[src/design/cspe_pkg.sv]
package cspe_pkg;

	localparam int MaxPointsDef = 256;
	localparam int CoordW = 32;
	localparam int ScaleResetVal = 65536;

	typedef enum logic [1:0] {
		OP_CLEAR  = 2'd0,
		OP_APPEND = 2'd1,
		OP_EVAL   = 2'd2,
		OP_NONE   = 2'd3
	} op_t;

	localparam logic [0:0] REG_CLOSED = 1'b0;
	localparam logic [0:0] REG_SCALE  = 1'b1;

	// shared multiplier request
	typedef struct packed {
		logic signed [39:0] a;
		logic [16:0]        b;
	} mul_req_t;

endpackage

[src/design/cspe_mul.sv]
module cspe_mul (
	input  logic                 clk,
	input  cspe_pkg::mul_req_t   req,
	output logic signed [57:0]   prod_s1
);
	import cspe_pkg::*;

	// one registered signed by unsigned multiply, shared by all horner steps of every axis
	always_ff @(posedge clk) begin
		prod_s1 <= 58'(req.a * $signed({1'b0, req.b}));
	end
endmodule
[config.mk]
export PLATFORM = sky130hd
export DESIGN_NAME = cspe_mul
export DESIGN_NICKNAME = d
export VERILOG_FILES = /design/src/design/cspe_pkg.sv /design/src/design/cspe_mul.sv
export SDC_FILE = /design/constraint.sdc
export NUM_CORES = 2
export LEC_CHECK = 0
export ABC_AREA = 1
export BUFFER_PORTS_ARGS = -buffer_cell sky130_fd_sc_hd__buf_4
export CORE_ASPECT_RATIO = 1.2
export CORE_MARGIN = 5
export CORE_UTILIZATION = 60
export CTS_CLUSTER_SIZE = 25
export DETAILED_ROUTE_END_ITERATION = 8
export HOLD_SLACK_MARGIN = 0.02
export PLACE_DENSITY = 0.78
export SYNTH_ARGS = -nofsm -noshare
export SYNTH_HDL_FRONTEND = slang
export SYNTH_SLANG_ARGS = --single-unit
[constraint.sdc]
create_clock -name clk -period 9.2 [get_ports clk]
set_clock_uncertainty 0.15 [all_clocks]
set_input_delay 0 -clock clk [delete_from_list [all_inputs] [get_ports clk]]
set_output_delay 0 -clock clk [all_outputs]
set_load 0.05 [all_outputs]
==> flow_summary.ini <==
[outcome]
status = complete, no violations

[worst_hold_path]
hp-class = in -> reg
min_from = req[19]
min_to = prod_s1[2]
whs_path_depth = 5

[timing]
rsz0062_at_grt = no
relSlewSlack_pct = 56.9
fin_crit_sh_pct = 61.0
fmax_mhz = 178
timing.hold.ws_ps = 227
worst_slew_pin_slew_ps = 647
tns_ps = 0
final_hold_viol_count = 0
setup_violations = 0
min_period_ps = 5610
slew_viol_final = 0

[routing]
firstDrtPassIters = 8
highest_layer = met4
dr_wl_met2_mm = 36.6
drc = 0
wl_met3_mm = 4.58
drt_iter0_drc = 1084
vias_per_cell = 5.11
ant_nets = 0
wl_met1_mm = 24.4
wl_mm = 70.6
vias = 21600
wl_per_cell_um = 16.7

[finish]
fillers = 3968
post-route-util_pct = 63.3
largest_reg_flops = 58
layout-drive-gt1-share_pct = 4.80
area_growth_pct = 4.94
instances_no_fill = 4228
top_register = prod_s1
largest_registers = prod_s1 x58
antenna_cells = 0
multi_input_area_sq_mm = 0.0204
seqCellArea_sq_mm = 0.00116
nets = 4491

[global_routing]
grt_usage_pct = 30.1
grt_pass1_vias = 23800
grt_overflow = 0
grt_max_degree = 41
grt_pass1_wl_mm = 118
grt_antenna_before_repair = 0

[worst_setup_path]
cp_max_fo = 40
crit_type = in -> reg
worstPathRequired_ps = 9290
cp_cell_sequence = buf_4 > nand2_1 > inv_1 > fa_1 > fa_1 > inv_1 > fa_1 > fa_1 > fa_1 > fa_1 > inv_1 > ha_1 > nand2_1 > inv_1 > nand2_1 > nor3_1 > nand2_1 > nor2_1 > nand2_1 > nand3_1 > nand2_1
worst_ep_arrival_time_ps = 5700
cpPeakStageDelay_ps = 850
cp-start-kind = input port
path_delay_family = adder cells
worst_setup_path_end_kind = register
crit_buf_inv = 5
crit_slowest_cell = fa_1

[clocking]
cts_tree = built
clock-sinks = 58
clockBufferDepth = 2
cts_root_buf = clkbuf_16
htreeDepth = 3
cts-buffers-inserted = 9
clk_pin_slew_ps = 60

[floorplanning]
coreArea_sq_mm = 0.0446
fp-row-count = 85
start_util_pct = 60.3
die_x_um = 203
fp.dieH_um = 242
dieArea_sq_mm = 0.0491
ios = 116

[yosys]
ys_ff_latch = 58
synthArstFlopShare_pct = 0
synth_area_per_cell_sq_um = 7.31
synth-main-ff-cell = dfxtp_1
synth_nets = 4510
synthDistinctLibCells = 28
syn_area_sq_mm = 0.0269
seq_area_frac_synth_pct = 4.32
yosysWarnings = 0
synth_edf_count = 0
synthCells = 3677

[placement]
dp.cells = 4209
routabilityCongestion = 1.01
dp_hpwl_mm = 57.6
io_buffers = 115

[flow_run]
cap_violations = 0
-- layer usage --
layer	track usage [%]	vias to the layer above
met2	55.2	936
met5	0	-
li1	-	9912
met4	16.4	0
met1	33.9	10400
met3	3.64	314
-- tightest hold or removal path: stages --
cell     delay (ps)
buf_4           220
nand2_1          80
inv_1            80
fa_1            170
ha_1            120
-- stage by stage --
step	setup WS, ps	instance area, sq um
after floorplan	3810	26900
after global placement	3310	27900
after detailed placement	3270	27900
after CTS	3610	28200
after global routing	3260	28200
final	3590	28200
-- layout make-up --
class	count	area share, %
inverter	1271	16.9
clock inverter	6	0.151
sequential	58	4.12
timing repair buffer	118	3.17
clock buffer	10	0.848
multi-input combinational	2200	72.3
tap	565	2.51
-- worst max-delay path by stage --
stage / start / to / slack (ps) / cells past startpoint
floorplan: req[56] / prod_s1[57] / 3810 / 22
global placement: req[3] / prod_s1[49] / 3310 / 19
detailed placement: req[3] / prod_s1[57] / 3270 / 21
CTS: req[3] / prod_s1[57] / 3610 / 21
global route: req[3] / prod_s1[49] / 3260 / 19
finish: req[3] / prod_s1[57] / 3590 / 21
-- synth_stat cells (all sizes together), types with 2 or more instances --
| cell type | number | area [sq um] |
|---|---|---|
| and3 | 3 | 18.8 |
| nor2 | 84 | 380 |
| nand4 | 21 | 131 |
| a21o | 2 | 15.0 |
| o21ai | 6 | 30.0 |
| or2 | 2 | 12.5 |
| clkbuf | 148 | 556 |
| a21oi | 40 | 200 |
| nand3 | 53 | 265 |
| inv | 1270 | 4770 |
| nor3 | 11 | 80.1 |
| and2 | 4 | 25.0 |
| xnor2 | 9 | 78.8 |
| xor2 | 22 | 193 |
| o21bai | 8 | 60.1 |
| ha | 134 | 1680 |
| fa | 641 | 12800 |
| dfxtp | 58 | 1160 |
| nand2 | 1159 | 4370 |
-- cells in the final DEF (no fill, tap or decap), drive strengths merged, types with 21 or more instances in the layout --
| master | count |
|---|---|
| ha | 134 |
| nor2 | 84 |
| dfxtp | 58 |
| nand4 | 21 |
| buf | 115 |
| xor2 | 22 |
| nand3 | 53 |
| a21oi | 40 |
| nand2 | 1159 |
| fa | 641 |
| inv | 1270 |
-- kinds of logic after synthesis --
family | after synthesis | share of synthesized area, %
compound gates | 57 | 1.16
xor+xnor | 31 | 1.01
fa+ha+maj | 775 | 54.0
buf+inv | 1419 | 19.8
flops | 58 | 4.32
simple gates | 1337 | 19.7
-- what timing repair did --
action                                  in CTS  in global routing
setup buffers                                0                  0
endpoints found under the setup margin       0                  0
resized for setup                            0                  0
hold buffers                                 3                  0
hold endpoints to repair                     2                  0
Power is left out: the tool's default activity adds up to more than one toggle a clock period on the data nets, which glitch-free logic cannot reach.
